===== config.mk =====
export PLATFORM = sky130hd
export DESIGN_NAME = dmc_ctrl
export DESIGN_NICKNAME = d
export VERILOG_FILES = /design/src/sv/dmc_pkg.sv /design/src/sv/dmc_ctrl.sv
export SDC_FILE = /design/constraint.sdc
export NUM_CORES = 1
export LEC_CHECK = 0
export BUFFER_PORTS_ARGS = -buffer_cell sky130_fd_sc_hd__buf_2
export CAP_MARGIN = 20
export CORE_AREA = 8 8 45 47
export CTS_BUF_LIST = sky130_fd_sc_hd__clkbuf_4 sky130_fd_sc_hd__clkbuf_8
export DETAILED_ROUTE_END_ITERATION = 8
export DIE_AREA = 0 0 53 55
export GPL_ROUTABILITY_DRIVEN = 0
export GPL_TIMING_DRIVEN = 0
export MAX_ROUTING_LAYER = met4
export PLACE_DENSITY_LB_ADDON = 0.25
export SYNTH_ARGS = -nofsm -noshare
export SYNTH_HDL_FRONTEND = slang
export SYNTH_SLANG_ARGS = --single-unit

===== constraint.sdc =====
create_clock -name clk_i -period 0.9 [get_ports clk_i]
set_input_delay 0 -clock clk_i [delete_from_list [all_inputs] [get_ports clk_i]]
set_output_delay 0 -clock clk_i [all_outputs]
set_load 0.01 [all_outputs]

===== src/sv/dmc_pkg.sv =====
// dmc_pkg: shared opcodes, register indexes, command/status structs and helpers
// for the direct-mapped cache block. No dependencies.
package dmc_pkg;

  localparam int unsigned OpW      = 4;
  localparam int unsigned AddrW    = 32;
  localparam int unsigned DataW    = 32;
  localparam int unsigned PenW     = 9;
  localparam int unsigned CfgIdxW  = 2;
  localparam int unsigned CfgDataW = 8;

  // access opcodes
  localparam logic [OpW-1:0] OP_LW    = 4'd0;
  localparam logic [OpW-1:0] OP_LHU   = 4'd1;
  localparam logic [OpW-1:0] OP_LH    = 4'd2;
  localparam logic [OpW-1:0] OP_LBU   = 4'd3;
  localparam logic [OpW-1:0] OP_LB    = 4'd4;
  localparam logic [OpW-1:0] OP_SW    = 4'd5;
  localparam logic [OpW-1:0] OP_SH    = 4'd6;
  localparam logic [OpW-1:0] OP_SB    = 4'd7;
  localparam logic [OpW-1:0] OP_FLUSH = 4'd8;

  // configuration register indexes
  localparam logic [CfgIdxW-1:0] CFG_WT_MODE   = 2'd0;
  localparam logic [CfgIdxW-1:0] CFG_READ_PEN  = 2'd1;
  localparam logic [CfgIdxW-1:0] CFG_WRITE_PEN = 2'd2;

  localparam logic [CfgDataW-1:0] PEN_RESET = 8'd10;
  localparam logic [CfgDataW-1:0] PEN_MIN   = 8'd2;

  // controller to datapath
  typedef struct packed {
    logic item_load;
    logic clr_step;
    logic item_rd;
    logic exec;
    logic fill_rd_line;
    logic fill_wb;
    logic fill_rd_mem;
    logic fill_wr_line;
    logic fin_rd;
    logic out_load;
  } cmd_t;

  // datapath to controller
  typedef struct packed {
    logic clr_last;
    logic miss;
    logic fill_last;
    logic out_full;
  } sts_t;

  // penalty values below two count as two
  function automatic logic [PenW-1:0] eff_pen(input logic [CfgDataW-1:0] v);
    logic [CfgDataW-1:0] c;
    c = (v < PEN_MIN) ? PEN_MIN : v;
    return {1'b0, c};
  endfunction

endpackage


===== src/sv/dmc_ctrl.sv =====
// dmc_ctrl: sequencer for clear pass, lookup, line fill and result hand-off.
// Depends on dmc_pkg command/status structs.
module dmc_ctrl (
  input  logic          clk_i,
  input  logic          rst_ni,
  input  logic          in_valid_i,
  output logic          in_ready_o,
  input  dmc_pkg::sts_t sts_i,
  output dmc_pkg::cmd_t cmd_o
);

  localparam logic [3:0] S_CLR  = 4'd0;
  localparam logic [3:0] S_IDLE = 4'd1;
  localparam logic [3:0] S_RD   = 4'd2;
  localparam logic [3:0] S_EXEC = 4'd3;
  localparam logic [3:0] S_FRL  = 4'd4;
  localparam logic [3:0] S_FWB  = 4'd5;
  localparam logic [3:0] S_FRM  = 4'd6;
  localparam logic [3:0] S_FWL  = 4'd7;
  localparam logic [3:0] S_FIN  = 4'd8;
  localparam logic [3:0] S_OUT  = 4'd9;

  logic [3:0] state_q, state_d;

  // next state and commands
  always_comb begin
    state_d = state_q;
    cmd_o   = '0;
    in_ready_o = 1'b0;
    unique case (state_q)
      S_CLR: begin
        cmd_o.clr_step = 1'b1;
        if (sts_i.clr_last) state_d = S_IDLE;
      end
      S_IDLE: begin
        in_ready_o = 1'b1;
        if (in_valid_i) begin
          cmd_o.item_load = 1'b1;
          state_d = S_RD;
        end
      end
      S_RD: begin
        cmd_o.item_rd = 1'b1;
        state_d = S_EXEC;
      end
      S_EXEC: begin
        cmd_o.exec = 1'b1;
        state_d = sts_i.miss ? S_FRL : S_FIN;
      end
      S_FRL: begin
        cmd_o.fill_rd_line = 1'b1;
        state_d = S_FWB;
      end
      S_FWB: begin
        cmd_o.fill_wb = 1'b1;
        state_d = S_FRM;
      end
      S_FRM: begin
        cmd_o.fill_rd_mem = 1'b1;
        state_d = S_FWL;
      end
      S_FWL: begin
        cmd_o.fill_wr_line = 1'b1;
        state_d = sts_i.fill_last ? S_FIN : S_FRL;
      end
      S_FIN: begin
        cmd_o.fin_rd = 1'b1;
        state_d = S_OUT;
      end
      S_OUT: begin
        if (!sts_i.out_full) begin
          cmd_o.out_load = 1'b1;
          state_d = S_IDLE;
        end
      end
      default: state_d = S_IDLE;
    endcase
  end

  // state register
  always_ff @(posedge clk_i or negedge rst_ni) begin
    if (!rst_ni) begin
      state_q <= S_CLR;
    end else begin
      state_q <= state_d;
    end
  end

endmodule


# [Yosys cells after proc, flatten, opt, wreduce, memory -nomap -nowiden]
# Index checks and enable logic that the tools add are counted.
# W data, S select, Z words.
[totals] ramBits=0 rom_bits=0 register_bits=4 output_inout_bits=11 latch_bits=0 n_memories=0
[op_classes] n_mul=0 reduce_logical=2 n_shift=0 order_cmp=0 eq_ne=12 div_mod_pow=0 muxes=19 n_bitwise=0 n_addsub=0
[op_table] operator="$pmux W4 S10" n=1
[op_table] operator="$mux W4" n=5
[op_table] operator="$eq A4 B3 Y1 const B" n=4
[op_table] operator="$mux W1" n=13
[op_table] operator="$eq A4 B2 Y1 const B" n=2
[op_table] operator="$eq A4 B4 Y1 const B" n=2
[op_table] operator="$ne A2 B2 Y1 const B" n=3
[op_table] operator="$eq A4 B1 Y1 const B" n=1
[op_table] operator="$logic_not A4 Y1" n=1
[op_table] operator="$reduce_and A3 Y1" n=1

# [Longest topological paths before layout]
# Gate-level depths: netlist (run 1).
[logic_depth] ltp_word=3 ltp_mapped=4 ltp_nobuf=3

# [Least setup slack after synthesis (run 1)]
# Ideal clock, no wire load.
[synth_timing] path_type="flip-flop to output port" startpoint="register state_q[3]" endpoint="output cmd_o[9] (netlist name)" required_ps=900 t_arrival_ps=1033 path_stages_with_launch=3 path_slack_ps=-133 cell_sequence="dfrtp_1 -> clkbuf_1 -> nor4_1"
[synth_lines] item="from (decl)" line="dmc_ctrl.sv:23" source="logic [3:0] state_q, state_d;"
[synth_lines] item="from (signal assigned)" line="dmc_ctrl.sv:85" source="state_q <= state_d;"
[synth_lines] item="to (decl)" line="dmc_ctrl.sv:9" source="output dmc_pkg::cmd_t cmd_o"

==> results of run 1 <==
==> layer usage <==
metal,vias up,share of wire [%]
li1,212,-
met1,202,40
met2,9,54
met3,0,5.5
met4,0,0
met5,-,0
==> critical path, delay by kind of cell, from the launching register on <==
family | cells | cell delay (ps)
flip-flops | 1 | 410
buffers and inverters | 2 | 300
AND/OR/NAND/NOR | 2 | 270
==> worst paths after layout <==
path / end / slack (ps) / cells past startpoint
setup / recovery: cmd_o[0] / -310 / 4
hold / removal: state_q[0] / 50 / 3
setup reg to reg: state_q[3] / -220 / 3
hold reg to reg: state_q[2] / 640 / 2
max in group asynchronous: state_q[2] / 680 / 2
min in group asynchronous: state_q[0] / 100 / 2
==> cell families (layout without fill, tap and decap cells) <==
family / count (synthesis) / in the layout / synth area share, %
AO/OA/AOI/OAI: 6 / 6 / 15.5
buffers and inverters: 5 / 42 / 9.96
flip-flops: 4 / 4 / 31.9
AND/OR/NAND/NOR: 24 / 24 / 42.6
==> power breakdown <==
group	internal (mW)	switching, mW	leakage (nW)	total, mW
combinational	1.12	0.984	0.300	2.11
sequential	0.265	0.0695	0.0508	0.335
clock	0.149	0.0661	0.0138	0.215
total	1.54	1.12	0.364	2.66
==> what timing repair did <==
action / in CTS / in global routing
buffers inserted: 13 / 2
pin swaps: 5 / 1
gates cloned: 1 / 0
endpoints found under the hold margin: 4 / 0
hold buffers: 1 / 0
resized for setup: 13 / 13
endpoints found under the setup margin: 15 / 15
==> cell usage after synthesis (all sizes together) <==
cell | instances | area, um^2
nor2 | 5 | 18.8
a21oi | 1 | 5.00
a32oi | 1 | 8.76
nand2 | 1 | 6.26
a31oi | 1 | 6.26
o21ai | 1 | 5.00
inv | 1 | 3.75
nand3 | 2 | 10.0
nor2b | 2 | 12.5
o41ai | 1 | 16.3
nor3 | 7 | 35.0
clkbuf | 1 | 3.75
nand2b | 5 | 38.8
buf | 3 | 23.8
dfrtp | 4 | 100
o21bai | 1 | 7.51
nor4 | 2 | 12.5
==> metrics by stage <==
step,power [mW],setup slack (ps)
2_1_floorplan,1.15,-65.7
3_3_place_gp,1.45,-170
3_5_place_dp,1.46,-182
4_1_cts,2.30,-321
5_1_grt,2.85,-409
6_report,2.66,-310
==> cell type report <==
cell class | count | area [um^2] | share of cell area [%]
Buffer | 4 | 48.8 | 6.62
Multi-Input combinational cell | 30 | 304 | 41.3
Sequential cell | 4 | 100 | 13.6
Inverter | 1 | 3.75 | 0.509
Tap cell | 16 | 20.0 | 2.72
Clock buffer | 3 | 22.5 | 3.06
Timing Repair Buffer | 34 | 238 | 32.3
==> run metrics, run 1 <==
area of the core=1380 um^2; Highest Clock Rate=826 MHz; CTS root buffer=clkbuf_4; Slew headroom=85.1%; RSZ-0062 raised after global routing=true; CTS tree=yes; Clock Tree Buf Depth=2; fraction of layout cells with a size suffix above 1=77.6%; clk sinks=4; Startpoint Class=flop; WL final=1180 um; hpwl dp=721 um; final hold vios=0; gr ovfl total=0; number of global-route vias before repair=464; Syn Inst Count=39; Worst Setup Path Type=reg -> out; synthesis-to-finish area growth=135%; IR drop worst, VDD=1.72 mV; largest net degree at the start of global routing=10; Fin Hold WS=48.1 ps; Initial Util=22.7%; floorplan row count=14; synthesized flop and latch total=4; CP Data Arrival Time=1210 ps; Yosys cell types=20; Post-DRT Antenna Nets=0; via/cell ratio=4.60; CP peak stage delay=410 ps; Die ar.=2920 um^2; initial DRC count=2; max reg flops=4; M1 GR Usage=9.34%; initial antenna violation count=0; Remaining DRCs=0; DP Cell Count=72; Period Utilization, post-route=134%; Worst Path Max Fanout=5; GR Util met3=3.21%; fin area=737 um^2; Crit. End Element=output pin; Synth Area per Inst=8.05 um^2; M2 GR Usage=14.6%; CP startpoint=state_q[2]; critical-path cell list=buf_6 -> nand2b_4 -> nor3_2 -> buf_2; placed standard-cell area=453 um^2; failing checks=negative setup slack; endpoints failing setup=15; Layout Skew=1.91 ps; Antenna diodes=0; Die Wd=53 um; Yosys Warn Count=0; H-Tree Level Count=1; Die Y=55 um; routed vias=423; Total Nets Final=85; Power Dens Cells=3600 nW/um^2; drt pass-1 iters=3; Crit-path slowest cell=dfrtp_1; Worst Hold Class=in -> reg; Top reg by flops=state_q; worst reg2reg path startpoint=state_q[3]; # IOs=18; outcome=complete, but fails checks; clock latency on the worst-skew pair=230 ps; clk slew on worst S/H paths=40 ps; post-route insts no fill=92; Synth Cell Area=314 um^2; worst-margin pin slew=223 ps; CTS buffer count=3; top flop regs=state_q (4); Hold Path Origin=sts_i[3]; gr usage total=9.09%; sequential element share of the synthesized area=31.9%; Syn Nets=46; max-slew violations=0; WP data required=900 ps; LEAKAGE=0.364 nW; first-pass GRT wire length=1940 um; I/O Buffers=17; setup TNS=-3470 ps; most frequent cells in the layout=17 x buf_2, 10 x buf_4, 9 x buf_6; WL/cell=12.8 um; fill count=130; commonest non-fill, non-tap cell in the layout=buf_2; total of max-cap violations=0; fin util=53.3%; Final Critical Period=1210 ps; fin worst setup slack=-310 ps; gr busiest metal=met2
(Power assumes the default switching activity.)
==> run 2: changes to the inputs <==
--- a/config.mk
+++ b/config.mk
@@ -8,7 +8,7 @@
 export BUFFER_PORTS_ARGS = -buffer_cell sky130_fd_sc_hd__buf_2
 export CAP_MARGIN = 20
 export CORE_AREA = 8 8 45 47
-export CTS_BUF_LIST = sky130_fd_sc_hd__clkbuf_4 sky130_fd_sc_hd__clkbuf_8
+export CTS_BUF_LIST = sky130_fd_sc_hd__clkbuf_2
 export DETAILED_ROUTE_END_ITERATION = 8
 export DIE_AREA = 0 0 53 55
 export GPL_ROUTABILITY_DRIVEN = 0
==> run 2 against run 1 <==
  * The flow still finishes with violations (negative setup slack)
  * Sequential power rose by 6.6%
  * Worst hold slack improved by 36 ps
  * Flip-flop and latch count is the same
  * Critical path type unchanged
  * Die area unchanged
  * Design area is 14% higher
  * Highest routed layer unchanged
  * Wire length up 27%
  * Total power is 15% higher
  * Final cell count rose by 3.3%
  * First-iteration DRC count is the same
  * Global-route usage up 0.51 points
  * Setup slack lost 75 ps
==> run metrics, run 2 (same netlist as run 1, synthesis figures left out) <==
outcome=complete, but fails checks; failing checks=negative setup slack; sequential cell area=101 um^2 (+1.2%); via/cell ratio=4.80 (+4.4%); CTS buffer count=3 (unchanged); CTS tree=yes; Period Utilization, post-route=143% (+8.3 points); clock latency on the worst-skew pair=200 ps (-30 ps); Power Dens Cells=3640 nW/um^2 (+0.91%); Initial Util=22.7% (unchanged); floorplan row count=14 (unchanged); fin area=840 um^2 (+14%); initial antenna violation count=0 (unchanged); gr usage total=9.60% (+0.51 points); endpoints failing setup=15 (unchanged); top flop regs=state_q (4); commonest non-fill, non-tap cell in the layout=buf_2; WP data required=900 ps (about the same); most frequent cells in the layout=16 x buf_2, 13 x buf_6, 9 x buf_4; Antenna diodes=0 (unchanged); LEAKAGE=0.387 nW (+6.4%); worst-margin pin slew=225 ps (+1.51 ps); gr ovfl total=0 (unchanged); Top reg by flops=state_q; Tot Pwr=3.05 mW (+15%); synthesis-to-finish area growth=167%; placed standard-cell area=453 um^2 (unchanged); Total Nets Final=88 (+3.5%); largest net degree at the start of global routing=10 (unchanged); Layout Skew=1.53 ps (-0.387 ps); Post-DRT Antenna Nets=0 (unchanged); Clock Tree Buf Depth=2 (unchanged); fill count=116 (-11%); WL/cell=15.8 um (+23%); number of global-route vias before repair=489 (+5.4%); Die Y=55 um (unchanged); Die ar.=2920 um^2 (unchanged); initial DRC count=2 (unchanged); I/O Buffers=17 (unchanged); first-pass GRT wire length=2050 um (+5.7%); CP peak stage delay=420 ps (about the same); CP Data Arrival Time=1290 ps (+80 ps); Crit-path slowest cell=dfrtp_1; clk slew on worst S/H paths=40 ps (about the same); max-slew violations=0 (unchanged); critical-path cell list=buf_6 -> nand2b_4 -> nor3_2 -> buf_2; drt pass-1 iters=2 (-1); Slew headroom=85.0% (-0.10 points); CTS root buffer=clkbuf_2; fraction of layout cells with a size suffix above 1=82.3% (+4.6 points); fin worst setup slack=-385 ps (-74.9 ps); Worst Hold Class=in -> reg; Startpoint Class=flop; final hold vios=0 (unchanged); routed vias=456 (+7.8%); area of the multi-input gates=355 um^2 (+17%); # IOs=18 (unchanged); WL final=1500 um (+27%); IR drop worst, VDD=1.78 mV (+3.6%); Highest Clock Rate=778 MHz (-5.8%); Worst Path Max Fanout=5 (unchanged); clk sinks=4 (unchanged); Final Critical Period=1290 ps (+74.9 ps); Crit. End Element=output pin; area of the core=1380 um^2 (unchanged); max reg flops=4 (unchanged); Worst Setup Path Type=reg -> out; Remaining DRCs=0 (unchanged); H-Tree Level Count=1 (unchanged); Die Wd=53 um (unchanged); RSZ-0062 raised after global routing=true; hpwl dp=721 um (unchanged); total of max-cap violations=0 (unchanged); worst path buffer plus inverter count=2 (unchanged); Worst path top cell family by delay=flip-flops
run 2: layout make-up:
type / instances / share of cell area, %
Buffer: 4 / 5.81
Clock buffer: 3 / 1.79
Inverter: 1 / 0.447
Multi-Input combinational cell: 30 / 42.3
Sequential cell: 4 / 12.1
Tap cell: 16 / 2.38
Timing Repair Buffer: 37 / 35.2
run 2: final timing paths:
path	startpoint	endpoint	slack [ps]	cells after the start
worst max-delay path	state_q[2]	cmd_o[0]	-390	4
worst min register to register	state_q[3]	state_q[2]	730	3
min in group asynchronous	rst_ni	state_q[0]	130	2
worst min-delay path	sts_i[3]	state_q[0]	80	3
worst max register to register	state_q[3]	state_q[3]	-270	4
max in group asynchronous	rst_ni	state_q[3]	640	2
run 2: what timing repair did:
action	in CTS	in global routing
hold buffers	1	0
cloned	1	1
endpoints found under the hold margin	4	0
setup endpoints to repair	15	15
pin swaps	5	7
buffers inserted	15	3
gates resized for setup	17	23
run 2: report_power, final:
group          internal, mW  switching, mW  leakage [nW]
sequential            0.270         0.0876        0.0493
combinational          1.36           1.17         0.326
clock                0.0895         0.0685        0.0125
run 2: tightest hold or removal path, stage by stage:
cell,delay [ps]
buf_2,110
nor3_4,40
o21ai_1,100
run 2: metal layers:
metal  global-route usage [%]  share of wire [%]  wire length, um
met1                     9.65                 38              566
met3                     3.48                5.5               82
met2                     15.6                 57              854
met4                     6.03                  0                0
met5                        -                  0                0
run 2: through the flow:
step	hold WS [ps]	cells	worst slack, ps	util, %	TNS (ps)
3_5_place_dp	-191	72	-182	32.7	-1210
4_1_cts	78.2	92	-299	48.7	-3360
2_1_floorplan	-296	39	-65.7	-	-227
3_3_place_gp	-192	72	-170	32.7	-1080
6_report	83.7	95	-385	60.7	-3560
5_1_grt	76.2	95	-453	60.7	-4480
==> run 3: changes to the inputs <==
--- a/config.mk
+++ b/config.mk
@@ -8,13 +8,12 @@
 export BUFFER_PORTS_ARGS = -buffer_cell sky130_fd_sc_hd__buf_2
 export CAP_MARGIN = 20
 export CORE_AREA = 8 8 45 47
-export CTS_BUF_LIST = sky130_fd_sc_hd__clkbuf_2
 export DETAILED_ROUTE_END_ITERATION = 8
 export DIE_AREA = 0 0 53 55
 export GPL_ROUTABILITY_DRIVEN = 0
 export GPL_TIMING_DRIVEN = 0
 export MAX_ROUTING_LAYER = met4
-export PLACE_DENSITY_LB_ADDON = 0.25
+export PLACE_DENSITY = 0.52
 export SYNTH_ARGS = -nofsm -noshare
 export SYNTH_HDL_FRONTEND = slang
 export SYNTH_SLANG_ARGS = --single-unit
==> constraint.sdc (replaced) <==
create_clock -name clk_i -period 0.9 [get_ports clk_i]
set_input_delay 0.045 -clock clk_i [delete_from_list [all_inputs] [get_ports clk_i]]
set_output_delay 0.045 -clock clk_i [all_outputs]
set_load 0.01 [all_outputs]
==> run 3 against run 2 <==
  * The run still ends with negative setup slack left
  * Worst hold slack worse by 5.1 ps
  * Clock skew increased by 3.3 ps
  * Final cell count down 4.2%
  * Flip-flop and latch count unchanged
  * Maximum frequency up 0.62%
  * Global-route usage grew 0.91 points
  * Die area did not move
  * Via count decreased by 4.8%
  * Critical path type unchanged
  * Highest routed layer is now met4
==> run metrics, run 3 (same netlist as run 1, synthesis figures left out) <==
clock latency on the worst-skew pair=250 ps (+50 ps); via/cell ratio=4.77 (-0.64%); initial antenna violation count=0 (unchanged); Initial Util=22.7% (unchanged); IR drop worst, VDD=1.58 mV (-12%); CTS tree=yes; CTS buffer count=3 (unchanged); Period Utilization, post-route=142% (-0.88 points); total of max-cap violations=0 (unchanged); max-slew violations=0 (unchanged); Post-DRT Antenna Nets=0 (unchanged); Worst Hold Class=in -> reg; max reg flops=4 (unchanged); setup TNS=-4410 ps (-845 ps); RSZ-0062 raised after global routing=true; H-Tree Level Count=1 (unchanged); outcome=complete, but fails checks; floorplan row count=14 (unchanged); Clock Tree Buf Depth=2 (unchanged); Highest Clock Rate=783 MHz (+0.62%); hpwl dp=753 um (+4.4%); number of global-route vias before repair=453 (-7.4%); drt pass-1 iters=2 (unchanged); Total Nets Final=84 (-4.5%); CTS root buffer=clkbuf_4; WL final=1260 um (-16%); fraction of layout cells with a size suffix above 1=74.7% (-7.6 points); failing checks=negative setup slack; fill count=136 (+17%); worst r2r path cells=5 (+1); Final Critical Period=1280 ps (-7.93 ps); worst-margin pin slew=222 ps (-2.46 ps); Layout Skew=4.78 ps (+3.25 ps); Worst Path Max Fanout=6 (+1); most frequent cells in the layout=17 x buf_2, 9 x buf_6, 8 x buf_4; final hold vios=0 (unchanged); WL/cell=13.8 um (-13%); LEAKAGE=0.346 nW (-11%); gr ovfl total=0 (unchanged); first-pass GRT wire length=2060 um (+0.68%); commonest non-fill, non-tap cell in the layout=buf_2; gr usage total=10.5% (+0.91 points); Remaining DRCs=0 (unchanged); hold-critical path depth=3 (unchanged); Power Dens Cells=3730 nW/um^2 (+2.5%); post-route insts no fill=91 (-4.2%); area of the multi-input gates=259 um^2 (-27%); fin worst setup slack=-377 ps (+7.93 ps); largest net degree at the start of global routing=9 (-1); synthesis-to-finish area growth=122%; CP Data Arrival Time=1230 ps (-60 ps); fin util=50.5% (-10 points); routed vias=434 (-4.8%); clk slew on worst S/H paths=40 ps (about the same); Die Wd=53 um (unchanged); DP Cell Count=72 (unchanged); endpoints failing setup=15 (unchanged); top flop regs=state_q (4); sequential cell area=101 um^2 (unchanged); clk sinks=4 (unchanged); Worst Setup Path Type=reg -> out; Crit. End Element=output pin; Die ar.=2920 um^2 (unchanged); pre-CTS setup slack=-238 ps (-56.8 ps); WP data required=850 ps (-50 ps); # IOs=18 (unchanged); area of the core=1380 um^2 (unchanged); Slew headroom=85.0% (about the same); Antenna diodes=0 (unchanged); initial DRC count=1 (-1); Top reg by flops=state_q; I/O Buffers=17 (unchanged); Startpoint Class=flop; Die Y=55 um (unchanged); Fin Hold WS=78.6 ps (-5.12 ps)
run 3: cell count changes in the layout (fill, tap and decap cells not counted), moves of 2 or more:
| cell | previous run | this run |
|---|---|---|
| buf_6 | 13 | 9 |
| nor3_4 | 2 | 0 |
| nor2_4 | 2 | 0 |
| clkbuf_2 | 3 | 0 |
| nor2b_4 | 2 | 0 |
| clkbuf_4 | 0 | 3 |
run 3: critical path, cell delays in order, from the launching register on:
cell and delay, ps:
dfrtp_2 430, buf_8 150, nor4_4 240, buf_2 170
run 3: through the flow:
| step | total power, mW | area, um^2 |
|---|---|---|
| 2_1_floorplan | 1.29 | 385 |
| 3_3_place_gp | 1.61 | 490 |
| 3_5_place_dp | 1.61 | 490 |
| 4_1_cts | 2.39 | 654 |
| 5_1_grt | 2.78 | 698 |
| 6_report | 2.60 | 698 |
run 3: final timing paths:
| path | startpoint | to | slack, ps |
|---|---|---|---|
| worst min register to register | state_q[0] | state_q[0] | 590 |
| worst min-delay path | sts_i[3] | state_q[0] | 80 |
| worst max-delay path | state_q[3] | cmd_o[9] | -380 |
| max in group asynchronous | rst_ni | state_q[3] | 630 |
| worst max register to register | state_q[1] | state_q[1] | -240 |
| min in group asynchronous | rst_ni | state_q[2] | 140 |
run 3: timing repair:
item,4_1_cts,5_1_grt
gates cloned,0,0
pin swaps,7,5
setup buffers,12,5
hold endpoints to repair,4,0
endpoints found under the setup margin,15,15
resized for setup,10,6
hold buffers,1,0
run 3: where the power goes:
part	switching [mW]	internal [mW]
Clock	0.0849	0.150
Sequential	0.0823	0.270
Combinational	0.888	1.13
run 3: final cells by class:
class                      count  share of cell area (%)
timing repair buffer          34                    36.4
clock buffer                   3                    3.23
sequential                     4                    14.5
buffer                         3                    5.38
multi-input combinational     30                    37.1
tap                           16                    2.87
inverter                       1                   0.538
run 3: metal layers:
metal	GRT usage [%]	part of all wire, %	up-vias	wire [um]
met2	15.8	49	16	617
met5	-	0	-	0
li1	-	-	214	-
met3	4.55	7.4	5	93
met4	7.76	3.3	0	41
met1	10.7	40	199	504
